## src/rtl/lph_pkg.sv

```systemverilog
// Shared types, codes and constants of the linear probing hash table.
`default_nettype none

package lph_pkg;

    localparam int KEY_W    = 31;
    localparam int KIND_W   = 2;
    localparam int STATUS_W = 2;
    localparam int SLOT_W   = 4;
    localparam int SIZE_W   = 5;

    localparam int IN_DATA_W  = 32;
    localparam int OUT_DATA_W = 8;

    localparam int DEF_TABLE_DEPTH = 16;

    localparam logic [SIZE_W-1:0] SIZE_RESET = 5'd16;

    // Operation codes carried in the input tuser.
    localparam logic [KIND_W-1:0] KIND_INSERT = 2'd0;
    localparam logic [KIND_W-1:0] KIND_DELETE = 2'd1;
    localparam logic [KIND_W-1:0] KIND_SEARCH = 2'd2;

    // Result status codes.
    localparam logic [STATUS_W-1:0] ST_OK     = 2'd0;
    localparam logic [STATUS_W-1:0] ST_ABSENT = 2'd1;
    localparam logic [STATUS_W-1:0] ST_FULL   = 2'd2;

    typedef enum logic [2:0] {
        S_CLEAR,
        S_IDLE,
        S_HASH,
        S_PROBE,
        S_DONE
    } lph_state_t;

endpackage

`default_nettype wire

```

## src/rtl/lph_mod.sv

```systemverilog
// Iterative remainder unit: key modulo a small divisor, two quotient bits per cycle.
`default_nettype none

module lph_mod
    import lph_pkg::*;
(
    input  wire logic              clk,
    input  wire logic              rst_n,
    input  wire logic              start,
    input  wire logic [KEY_W-1:0]  dividend,
    input  wire logic [SIZE_W-1:0] divisor,
    output logic                   done,
    output logic [SIZE_W-1:0]      remainder
);

    localparam int MOD_STEPS = (KEY_W + 1) / 2;
    localparam int DIV_W     = 2 * MOD_STEPS;
    localparam int CNT_W     = $clog2(MOD_STEPS);

    logic                busy_reg, busy_next;
    logic [CNT_W-1:0]    cnt_reg, cnt_next;
    logic [DIV_W-1:0]    shift_reg, shift_next;
    logic [SIZE_W-1:0]   rem_reg, rem_next;
    logic [SIZE_W-1:0]   div_reg, div_next;
    logic [SIZE_W:0]     trial_hi;
    logic [SIZE_W:0]     trial_lo;
    logic [SIZE_W-1:0]   rem_mid;
    logic [SIZE_W-1:0]   rem_step;
    logic                last_step;

    // Two restoring steps per cycle; the partial remainder stays below the divisor.
    always_comb
    begin
        trial_hi = {rem_reg, shift_reg[DIV_W-1]};
        if (trial_hi >= {1'b0, div_reg})
        begin
            rem_mid = SIZE_W'(trial_hi - {1'b0, div_reg});
        end
        else
        begin
            rem_mid = SIZE_W'(trial_hi);
        end
        trial_lo = {rem_mid, shift_reg[DIV_W-2]};
        if (trial_lo >= {1'b0, div_reg})
        begin
            rem_step = SIZE_W'(trial_lo - {1'b0, div_reg});
        end
        else
        begin
            rem_step = SIZE_W'(trial_lo);
        end
    end

    assign last_step = busy_reg && (cnt_reg == CNT_W'(MOD_STEPS - 1));
    assign done      = last_step;
    assign remainder = rem_step;

    always_comb
    begin
        busy_next  = busy_reg;
        cnt_next   = cnt_reg;
        shift_next = shift_reg;
        rem_next   = rem_reg;
        div_next   = div_reg;
        if (start)
        begin
            busy_next  = 1'b1;
            cnt_next   = '0;
            shift_next = DIV_W'(dividend);
            rem_next   = '0;
            div_next   = divisor;
        end
        else if (busy_reg)
        begin
            cnt_next   = cnt_reg + CNT_W'(1);
            shift_next = {shift_reg[DIV_W-3:0], 2'b00};
            rem_next   = rem_step;
            if (last_step)
            begin
                busy_next = 1'b0;
            end
        end
    end

    always_ff @(posedge clk or negedge rst_n)
    begin
        if (!rst_n)
        begin
            busy_reg <= 1'b0;
            cnt_reg  <= '0;
        end
        else
        begin
            busy_reg <= busy_next;
            cnt_reg  <= cnt_next;
        end
    end

    always_ff @(posedge clk)
    begin
        shift_reg <= shift_next;
        rem_reg   <= rem_next;
        div_reg   <= div_next;
    end

endmodule

`default_nettype wire

```

## src/rtl/linear_probe_hash_table.sv

```systemverilog
// Top level of the linear probing hash table with its slot memory and sequencer.
//
// Open-addressing hash table over TABLE_DEPTH slots, of which clamped table_size are used.
// An item carries the operation in s_axis_tuser and the key in s_axis_tdata; every item
// gives exactly one result with a status and a slot. After reset the block clears the
// occupancy bits of the slot memory, one slot after another, and accepts no item
// then (configuration writes are always taken). An item is then hashed by the remainder
// unit, which retires two quotient bits per cycle, and then probes slots one after
// another, from 1 up to the live table size of them, each probe a read of the slot
// memory; its result is then loaded into the result register. An unused operation code
// skips hashing and probing. The result sits in an output register, so a new item can
// be taken while the previous result waits downstream.
// Write table_size only while the block is idle.
`default_nettype none

module linear_probe_hash_table
    import lph_pkg::*;
#(
    parameter int TABLE_DEPTH = DEF_TABLE_DEPTH
)
(
    input  wire logic                  clk,
    input  wire logic                  rst_n,
    input  wire logic                  s_axis_tvalid,
    output logic                       s_axis_tready,
    input  wire logic [IN_DATA_W-1:0]  s_axis_tdata,   // [30:0] key, [31] zero
    input  wire logic [KIND_W-1:0]     s_axis_tuser,   // [1:0] kind
    output logic                       m_axis_tvalid,
    input  wire logic                  m_axis_tready,
    output logic [OUT_DATA_W-1:0]      m_axis_tdata,   // [1:0] status, [5:2] slot, [7:6] zero
    input  wire logic                  cfg_valid,
    output logic                       cfg_ready,
    input  wire logic [SIZE_W-1:0]     cfg_data
);

    localparam int IDX_W = $clog2(TABLE_DEPTH);
    localparam int CMP_W = ((IDX_W > SIZE_W) ? IDX_W : SIZE_W) + 1;
    localparam int WORD_W = KEY_W + 1;
    localparam logic [SIZE_W-1:0] DEPTH_CAP =
        SIZE_W'((TABLE_DEPTH > 31) ? 31 : TABLE_DEPTH);

    lph_state_t          state_reg, state_next;

    logic [SIZE_W-1:0]   table_size_reg;
    logic [IDX_W-1:0]    clr_reg, clr_next;
    logic [KIND_W-1:0]   kind_reg, kind_next;
    logic [KEY_W-1:0]    key_reg, key_next;
    logic [SIZE_W-1:0]   size_reg, size_next;
    logic [IDX_W-1:0]    pos_reg, pos_next;
    logic [SIZE_W-1:0]   n_reg, n_next;
    logic [STATUS_W-1:0] res_status_reg, res_status_next;
    logic [SLOT_W-1:0]   res_slot_reg, res_slot_next;
    logic                out_valid_reg, out_valid_next;
    logic [STATUS_W-1:0] out_status_reg, out_status_next;
    logic [SLOT_W-1:0]   out_slot_reg, out_slot_next;

    // Slot memory: occupancy bit on top of the key.
    logic [WORD_W-1:0]   mem [TABLE_DEPTH];
    logic [WORD_W-1:0]   rd_data_reg;
    logic [IDX_W-1:0]    rd_addr;
    logic                mem_we;
    logic [IDX_W-1:0]    mem_waddr;
    logic [WORD_W-1:0]   mem_wdata;

    logic                mod_start;
    logic                mod_done;
    logic [SIZE_W-1:0]   mod_rem;

    logic [SIZE_W-1:0]   live_size;
    logic [CMP_W-1:0]    pos_plus;
    logic [IDX_W-1:0]    pos_wrap;
    logic                probe_last;
    logic                slot_used;
    logic                key_hit;
    logic                in_xfer;

    lph_mod u_mod
    (
        .clk       (clk),
        .rst_n     (rst_n),
        .start     (mod_start),
        .dividend  (s_axis_tdata[KEY_W-1:0]),
        .divisor   (live_size),
        .done      (mod_done),
        .remainder (mod_rem)
    );

    assign cfg_ready     = 1'b1;
    assign s_axis_tready = (state_reg == S_IDLE);
    assign in_xfer       = s_axis_tvalid && s_axis_tready;
    assign m_axis_tvalid = out_valid_reg;
    assign m_axis_tdata  = {2'b00, out_slot_reg, out_status_reg};

    // Clamp the configured size to 1..min(TABLE_DEPTH, 31).
    always_comb
    begin
        if (table_size_reg == '0)
        begin
            live_size = SIZE_W'(1);
        end
        else if (table_size_reg > DEPTH_CAP)
        begin
            live_size = DEPTH_CAP;
        end
        else
        begin
            live_size = table_size_reg;
        end
    end

    assign pos_plus   = CMP_W'(pos_reg) + CMP_W'(1);
    assign pos_wrap   = (pos_plus == CMP_W'(size_reg)) ? '0 : IDX_W'(pos_plus);
    assign probe_last = (n_reg == SIZE_W'(size_reg - SIZE_W'(1)));
    assign slot_used  = rd_data_reg[KEY_W];
    assign key_hit    = slot_used && (rd_data_reg[KEY_W-1:0] == key_reg);

    always_comb
    begin
        state_next      = state_reg;
        clr_next        = clr_reg;
        kind_next       = kind_reg;
        key_next        = key_reg;
        size_next       = size_reg;
        pos_next        = pos_reg;
        n_next          = n_reg;
        res_status_next = res_status_reg;
        res_slot_next   = res_slot_reg;
        out_valid_next  = out_valid_reg;
        out_status_next = out_status_reg;
        out_slot_next   = out_slot_reg;
        mod_start       = 1'b0;
        mem_we          = 1'b0;
        mem_waddr       = pos_reg;
        mem_wdata       = {1'b0, key_reg};
        rd_addr         = pos_reg;

        if (out_valid_reg && m_axis_tready)
        begin
            out_valid_next = 1'b0;
        end

        case (state_reg)
            S_CLEAR:
            begin
                mem_we    = 1'b1;
                mem_waddr = clr_reg;
                mem_wdata = '0;
                clr_next  = clr_reg + IDX_W'(1);
                if (clr_reg == IDX_W'(TABLE_DEPTH - 1))
                begin
                    state_next = S_IDLE;
                end
            end
            S_IDLE:
            begin
                if (in_xfer)
                begin
                    kind_next = s_axis_tuser;
                    key_next  = s_axis_tdata[KEY_W-1:0];
                    size_next = live_size;
                    if (s_axis_tuser == KIND_INSERT || s_axis_tuser == KIND_DELETE ||
                        s_axis_tuser == KIND_SEARCH)
                    begin
                        mod_start  = 1'b1;
                        state_next = S_HASH;
                    end
                    else
                    begin
                        res_status_next = ST_ABSENT;
                        res_slot_next   = '0;
                        state_next      = S_DONE;
                    end
                end
            end
            S_HASH:
            begin
                // The first slot read is issued in the same cycle the remainder is ready.
                rd_addr = IDX_W'(mod_rem);
                if (mod_done)
                begin
                    pos_next   = IDX_W'(mod_rem);
                    n_next     = '0;
                    state_next = S_PROBE;
                end
            end
            S_PROBE:
            begin
                // The read of the following slot goes out while this one is checked.
                rd_addr = pos_wrap;
                if (kind_reg == KIND_INSERT && !slot_used)
                begin
                    mem_we          = 1'b1;
                    mem_wdata       = {1'b1, key_reg};
                    res_status_next = ST_OK;
                    res_slot_next   = SLOT_W'(pos_reg);
                    state_next      = S_DONE;
                end
                else if (kind_reg != KIND_INSERT && key_hit)
                begin
                    mem_we          = (kind_reg == KIND_DELETE);
                    mem_wdata       = {1'b0, key_reg};
                    res_status_next = ST_OK;
                    res_slot_next   = SLOT_W'(pos_reg);
                    state_next      = S_DONE;
                end
                else if (probe_last)
                begin
                    res_status_next = (kind_reg == KIND_INSERT) ? ST_FULL : ST_ABSENT;
                    res_slot_next   = '0;
                    state_next      = S_DONE;
                end
                else
                begin
                    pos_next = pos_wrap;
                    n_next   = n_reg + SIZE_W'(1);
                end
            end
            S_DONE:
            begin
                if (!out_valid_reg || m_axis_tready)
                begin
                    out_valid_next  = 1'b1;
                    out_status_next = res_status_reg;
                    out_slot_next   = res_slot_reg;
                    state_next      = S_IDLE;
                end
            end
            default:
            begin
                state_next = S_IDLE;
            end
        endcase
    end

    always_ff @(posedge clk or negedge rst_n)
    begin
        if (!rst_n)
        begin
            state_reg      <= S_CLEAR;
            clr_reg        <= '0;
            table_size_reg <= SIZE_RESET;
            out_valid_reg  <= 1'b0;
        end
        else
        begin
            state_reg     <= state_next;
            clr_reg       <= clr_next;
            out_valid_reg <= out_valid_next;
            if (cfg_valid && cfg_ready)
            begin
                table_size_reg <= cfg_data;
            end
        end
    end

    always_ff @(posedge clk)
    begin
        kind_reg       <= kind_next;
        key_reg        <= key_next;
        size_reg       <= size_next;
        pos_reg        <= pos_next;
        n_reg          <= n_next;
        res_status_reg <= res_status_next;
        res_slot_reg   <= res_slot_next;
        out_status_reg <= out_status_next;
        out_slot_reg   <= out_slot_next;
    end

    always_ff @(posedge clk)
    begin
        if (mem_we)
        begin
            mem[mem_waddr] <= mem_wdata;
        end
        rd_data_reg <= mem[rd_addr];
    end

endmodule

`default_nettype wire

```

## config.mk

```make
export PLATFORM = sky130hd
export DESIGN_NAME = linear_probe_hash_table
export DESIGN_NICKNAME = d
export VERILOG_FILES = /design/src/rtl/lph_pkg.sv /design/src/rtl/lph_mod.sv /design/src/rtl/linear_probe_hash_table.sv
export SDC_FILE = /design/constraint.sdc
export NUM_CORES = 1
export LEC_CHECK = 0
export BUFFER_PORTS_ARGS = -buffer_cell sky130_fd_sc_hd__buf_2
export CELL_PAD_IN_SITES_DETAIL_PLACEMENT = 1
export CELL_PAD_IN_SITES_GLOBAL_PLACEMENT = 2
export CORE_ASPECT_RATIO = 0.75
export CORE_MARGIN = 3
export CORE_UTILIZATION = 48
export CTS_CLUSTER_SIZE = 28
export DETAILED_ROUTE_END_ITERATION = 12
export MAX_ROUTING_LAYER = met4
export PLACE_DENSITY = 0.83
export SYNTH_ARGS = -nofsm -noshare
export SYNTH_HDL_FRONTEND = slang
export SYNTH_SLANG_ARGS = --single-unit
```

## constraint.sdc

```tcl
create_clock -name clk -period 7.7 [get_ports clk]
set_clock_uncertainty 0.05 [all_clocks]
set_input_delay 1.54 -clock clk [delete_from_list [all_inputs] [get_ports clk]]
set_output_delay 1.54 -clock clk [all_outputs]
set_load 0.03 [all_outputs]
```

==> Yosys cells after proc, flatten, opt, wreduce, memory -nomap -nowiden <==
Memories as Yosys holds them, arrays and structs flattened. A register that Yosys moved wholly into a read port is not among the register bits.
Cells that the tools add are included.
{ "classes": {"order_cmp": 3, "n_eq_ne": 21, "reduce_logical": 24, "muxes": 59, "add_sub_neg": 7} }
{ "op_table": {"columns": ["cell", "count"], "rows": [
  ["$pmux 32 s2", 1],
  ["$mux 31", 2],
  ["$mux 4", 13],
  ["$mux 5", 8],
  ["$mux 32", 1],
  ["$eq 31x31->1", 1],
  ["$mux 3", 8],
  ["$pmux 4 s2", 3],
  ["$pmux 3 s5", 1],
  ["$ne 2x2->1 const B", 7],
  ["$mux 1", 13],
  ["$ge 6x5->1", 2],
  ["$mux 2", 6],
  ["$eq 5x5->1", 2],
  ["$pmux 5 s2", 1],
  ["$reduce_and 5->1", 2],
  ["$sub 5x5->5", 2],
  ["$add 4x1->4 const B", 2],
  ["$eq 4x4->1 const B", 2],
  ["$reduce_bool 2->1", 4],
  ["$eq 3x2->1 const B", 2],
  ["$logic_and 1x1->1", 6],
  ["$add 4x1->5 const B", 1],
  ["$add 5x1->5 const B", 1],
  ["other kinds (17)", 23]
]} }
{ "word_totals": {"mem_count": 1, "word_cells": 134, "output_inout_bits": 11, "regBits": 119, "mem_bits_rw": 512} }
{ "mem_list": {"columns": ["name", "words", "width", "read_ports", "rd_ports_with_merged_regs", "write_ports", "line", "text"], "rows": [
  ["mem", 16, 32, 1, 1, 1, "linear_probe_hash_table.sv:58", "logic [WORD_W-1:0] mem [TABLE_DEPTH];"]
]} }

==> Longest topological paths before layout <==
{ "depth": {"depth_word": 8, "mapped_depth": 23, "ltp_nobuf": 19} }

==> Modules after synthesis <==
A second synthesis with hierarchy kept.
{ "unflattened": {"cells_unflattened": 1846, "hier_area_um2": 26675.6} }
{ "modules_own_cells": {"columns": ["module", "area_each_um2", "seq_area_each_um2", "cells_each", "instances"], "rows": [
  ["linear_probe_hash_table", 24240.7, 18113.6, 1659, 1],
  ["lph_mod", 2434.8, 1326.3, 187, 1]
]} }

==> Least setup slack after synthesis <==
Ideal clock, no wire load.
{ "synth_timing": {"kind": "flip-flop to flip-flop", "start": "reg u_mod.shift_reg[31]", "end": "reg rd_data_reg[22] (read register of mem)", "path_buffers": 2, "t_arrival_ns": 4.209, "stages_incl_launch_ff": 21, "required_time_ns": 7.531, "setup_time_ns": 0.119, "setup_slack_ns": 3.322, "cell_sequence": "dfxtp_1 -> inv_1 -> ha_1 -> inv_1 -> fa_1 -> a21oi_1 -> or2_0 -> clkbuf_1 -> nand2_1 -> mux2_2 -> ha_1 -> a21oi_1 -> o22ai_1 -> or2_2 -> nor4_2 -> o21ai_1 -> a211oi_4 -> clkbuf_1 -> nand4_1 -> o2111ai_1 -> nor3_2"} }
{ "synth_via": {"elab_chain_len": 5, "word_cells_on_any_way": 7, "classes_between": "2 x add/sub; 2 x order compare; 3 x mux"} }
{ "synth_rtl": {"columns": ["element", "line", "text"], "rows": [
  ["start: declaration", "lph_mod.sv:22", "logic [DIV_W-1:0] shift_reg, shift_next;"],
  ["start signal: assignment", "lph_mod.sv:101", "shift_reg <= shift_next;"],
  ["$sub 5x5->5 or $ge 6x5->1 (tied branches)", "lph_mod.sv:37, lph_mod.sv:35", null],
  ["$mux 5 (*)", "lph_mod.sv:35", "if (trial_hi >= {1'b0, div_reg})"],
  ["$sub 5x5->5 or $ge 6x5->1 (tied branches)", "lph_mod.sv:46, lph_mod.sv:44", null],
  ["$mux 5 (*)", "lph_mod.sv:44", "if (trial_lo >= {1'b0, div_reg})"],
  ["$pmux 4 s2 (*)", "linear_probe_hash_table.sv:142", "case (state_reg)"],
  ["end: declaration", "linear_probe_hash_table.sv:59", "logic [WORD_W-1:0] rd_data_reg;"]
]} }
Mark *: on every way between the ends. The rest lies on a longest branch, timed or not.
A chain may end at the register's enable or synchronous reset.

==> Final worst setup path <==
{ "layout_timing": {"start": "reg u_mod.div_reg[0]", "end": "reg rd_data_reg[7] (read register of mem)"} }
{ "layout_via": {"elab_chain_len": 5, "word_cells_on_any_way": 7, "classes_between": "2 x add/sub; 2 x order compare; 3 x mux"} }
{ "layout_rtl": {"columns": ["element", "line", "text"], "rows": [
  ["start: declaration", "lph_mod.sv:24", "logic [SIZE_W-1:0] div_reg, div_next;"],
  ["start signal: assignment", "lph_mod.sv:103", "div_reg <= div_next;"],
  ["$sub 5x5->5 or $ge 6x5->1 (tied branches)", "lph_mod.sv:37, lph_mod.sv:35", null],
  ["$mux 5", "lph_mod.sv:35", null],
  ["$sub 5x5->5 or $ge 6x5->1 (tied branches)", "lph_mod.sv:46, lph_mod.sv:44", null],
  ["$mux 5 (*)", "lph_mod.sv:44", null],
  ["$pmux 4 s2 (*)", "linear_probe_hash_table.sv:142", null]
]} }
Marks and branches as above.

==> reports/metrics.yaml <==
critPathMaxFanout: 23
synth_compound_area_frac: 0.0495
ctsHoldBuffers: 0
syn2layout_area_growth_pct: 12.2
place_area_um2: 28100
cts_tree: "built"
place_congestion: 0.810
cts.sink_count: 663
cap_violations: 0
synth_top_family_by_area: "simple AND/OR/NAND/NOR gates"
yosys.area_share.simple: 0.163
dieWidth_um: 280
ff_latch_area_um2: 19400
synth-xor-area-share: 0.0181
grt_use_total: 0.277
via_per_inst: 6.09
cts_max_level: 3
drc: 0
ir_drop_mv: 0.324
start_kind: "flip-flop"
cts_max_path_buffers: 3
routed_wl_um: 79100
worstMarginPinSlew_ps: 1320
grt_pass1_wl_um: 116000
grt_setup_unrepaired: "no"
end_kind: "flip-flop"
die_area_um2: 59300
relSlewSlack: 0.113
netlist_area_um2: 27000
overflow: 0
p_leak_uw: 0.0107
fmax_ghz: 0.159
multi_input_area_um2: 7100
finalCritPeriodShare: 0.816
synthArstFlopShare: 0.0271
synth_fa_ha_area_frac: 0.00842
ys_seq_elements: 663
synth.area.top_cells: "edfxtp_1 67%, nand2_1 6.8%, dfxtp_1 2.8%, nand4_1 2.3%, nor2_1 1.9%"
crit_type: "reg -> reg"
grt_max_degree: 103
critPathArrivalTime_ps: 6720
via_count: 17459
grt_pass1_vias: 17917
largest_register_ffs: 512
reg2reg_to: "rd_data_reg[7]"
synth_edf_count: 607
clkTransAtPathRegs_ps: 60
clk_latency_ps: 610
synth_cell_types: 65
synth.avg_cell_area_um2: 13.2
portBuffers: 50
setup_tns_ps: 0
hpwl_um: 44000
antenna_found_initial: 3
cts_root_buffer: "clkbuf_16"
postRouteAntennaNets: 0
slew_viol_final: 0
reg2reg_from: "u_mod.div_reg[0]"
powerDensity_nw_per_um2: 472
layout-drive-gt1-share: 0.125
ys.flop_type: "edfxtp_1"
final-hold-violation-count: 0
hold_depth: 0
io_pins: 55
fp-row-count: 74
fin_area_um2: 30300
die_h_um: 212
r2r_slack_ps: 1420
numCtsBuffers: 66
wl_per_cell_um: 27.6
holdPathEnd: "out_status_reg[1]"
reg2reg_depth: 18
cts_resized: 0
syn_inst: 2048
core_um2: 55100
hp-class: "reg -> reg"
finalNetCount: 2152
nFillCells: 5307
initial_utilization: 0.491
drt-initial-drc-count: 1835
hp-start: "res_status_reg[1]"
crit_path_start: "u_mod.div_reg[0]"
muxShareOfSynthArea: 0.0163
yosys.area.top_type: "edfxtp_1"
cts_setup_buffers: 0
drt_pass1_iterations: 5
yosysTopAreaCellShare: 0.674
finalSetupViolCount: 0
yosysSeqAreaShare: 0.719
outcome: "finished, final reports clean"
required_ps: 8140
yosysWarnings: 0
min_period_ps: 6280
cell usage after synthesis (all sizes together) (17+ instances only):
cell,number
a21oi,45
a32o,31
and2,39
buf,60
clkbuf,58
dfrtp,17
dfxtp,38
edfxtp,607
inv,17
mux2i,35
nand2,492
nand3,79
nand4,101
nor2,143
nor3,47
o2111ai,31
o21ai,19
xor2,41
logic make-up (layout without fill, tap and decap cells):
group	Yosys count	in the layout
buffers and inverters	136	231
adder cells (fa/ha/maj)	17	17
AO/OA/AOI/OAI	178	178
AND/OR/NAND/NOR	953	953
other	2	5
multiplexers	43	43
XOR/XNOR	56	56
flip-flops	663	663
per-stage QoR:
step,setup WS (ps),instances,power (µW),hold WS (ps),utilization
after CTS,1510,2866,14300,369,0.551
after floorplan,3320,2049,9030,350,-
final,1420,2868,14300,369,0.551
after detailed placement,1580,2745,11000,366,0.510
after global routing,1040,2868,15000,370,0.551
after global placement,1640,2745,10700,364,0.510
power breakdown:
group / switching [µW] / total, µW / internal [µW]
Combinational: 4100 / 5670 / 1570
Clock: 1370 / 3330 / 1970
Sequential: 309 / 5320 / 5010
Total: 5770 / 14300 / 8550
how the worst max path moves through the flow:
stage / to / cells after the start
after global placement: rd_data_reg[31] / 18
after global routing: rd_data_reg[7] / 19
after detailed placement: rd_data_reg[31] / 18
after floorplan: rd_data_reg[22] / 20
after CTS: rd_data_reg[7] / 18
final: rd_data_reg[7] / 18
cell usage in the layout (no fill, tap or decap), types with 8 or more instances in the layout:
| cell type | count |
|---|---|
| nand2_1 | 491 |
| nor4_1 | 11 |
| edfxtp_1 | 607 |
| xor2_1 | 41 |
| clkbuf_16 | 73 |
| mux2_2 | 8 |
| o2111ai_1 | 31 |
| nor3_1 | 13 |
| nor2b_1 | 8 |
| o21ai_0 | 15 |
| clkinv_2 | 8 |
| nand3_1 | 78 |
| clkbuf_1 | 18 |
| dfrtp_1 | 17 |
| nand4_1 | 101 |
| and2_1 | 38 |
| buf_4 | 40 |
| dfxtp_1 | 38 |
| buf_2 | 50 |
| a21oi_1 | 45 |
| xnor2_1 | 15 |
| mux2i_1 | 35 |
| nor3_2 | 32 |
| clkbuf_8 | 11 |
| nor2_4 | 19 |
| ha_1 | 15 |
| inv_1 | 17 |
| a32o_1 | 31 |
| nor2_1 | 124 |
layout make-up:
type | count | area share
diodes | 2 | 0.000165
clock inverters | 19 | 0.00627
repair buffers | 92 | 0.0195
flip-flops and latches | 663 | 0.641
well taps | 722 | 0.0298
inverters | 18 | 0.00223
multi-input cells | 1250 | 0.234
clock buffers | 102 | 0.0674
metal layers:
metal	GRT usage	up-vias	share of wire
li1	-	7585	-
met1	0.389	9097	0.45
met2	0.411	628	0.45
met3	0.0501	149	0.067
met4	0.0956	0	0.032
met5	-	-	0
critical path, stage by stage, from the launching register on:
cell       delay [ps]
edfxtp_1          420
ha_1              190
inv_1              60
fa_1              410
a21oi_1           170
or2_0             380
nand2_1           260
mux2_2            340
ha_1              360
nand3_1            90
o22ai_1           360
nor2_1            190
a32oi_1           300
a211oi_2          170
nor2_4            570
nand3_2           920
buf_4             530
o2111ai_1         330
nor3_2             70
Note: power is estimated with default switching activity, not from simulation.
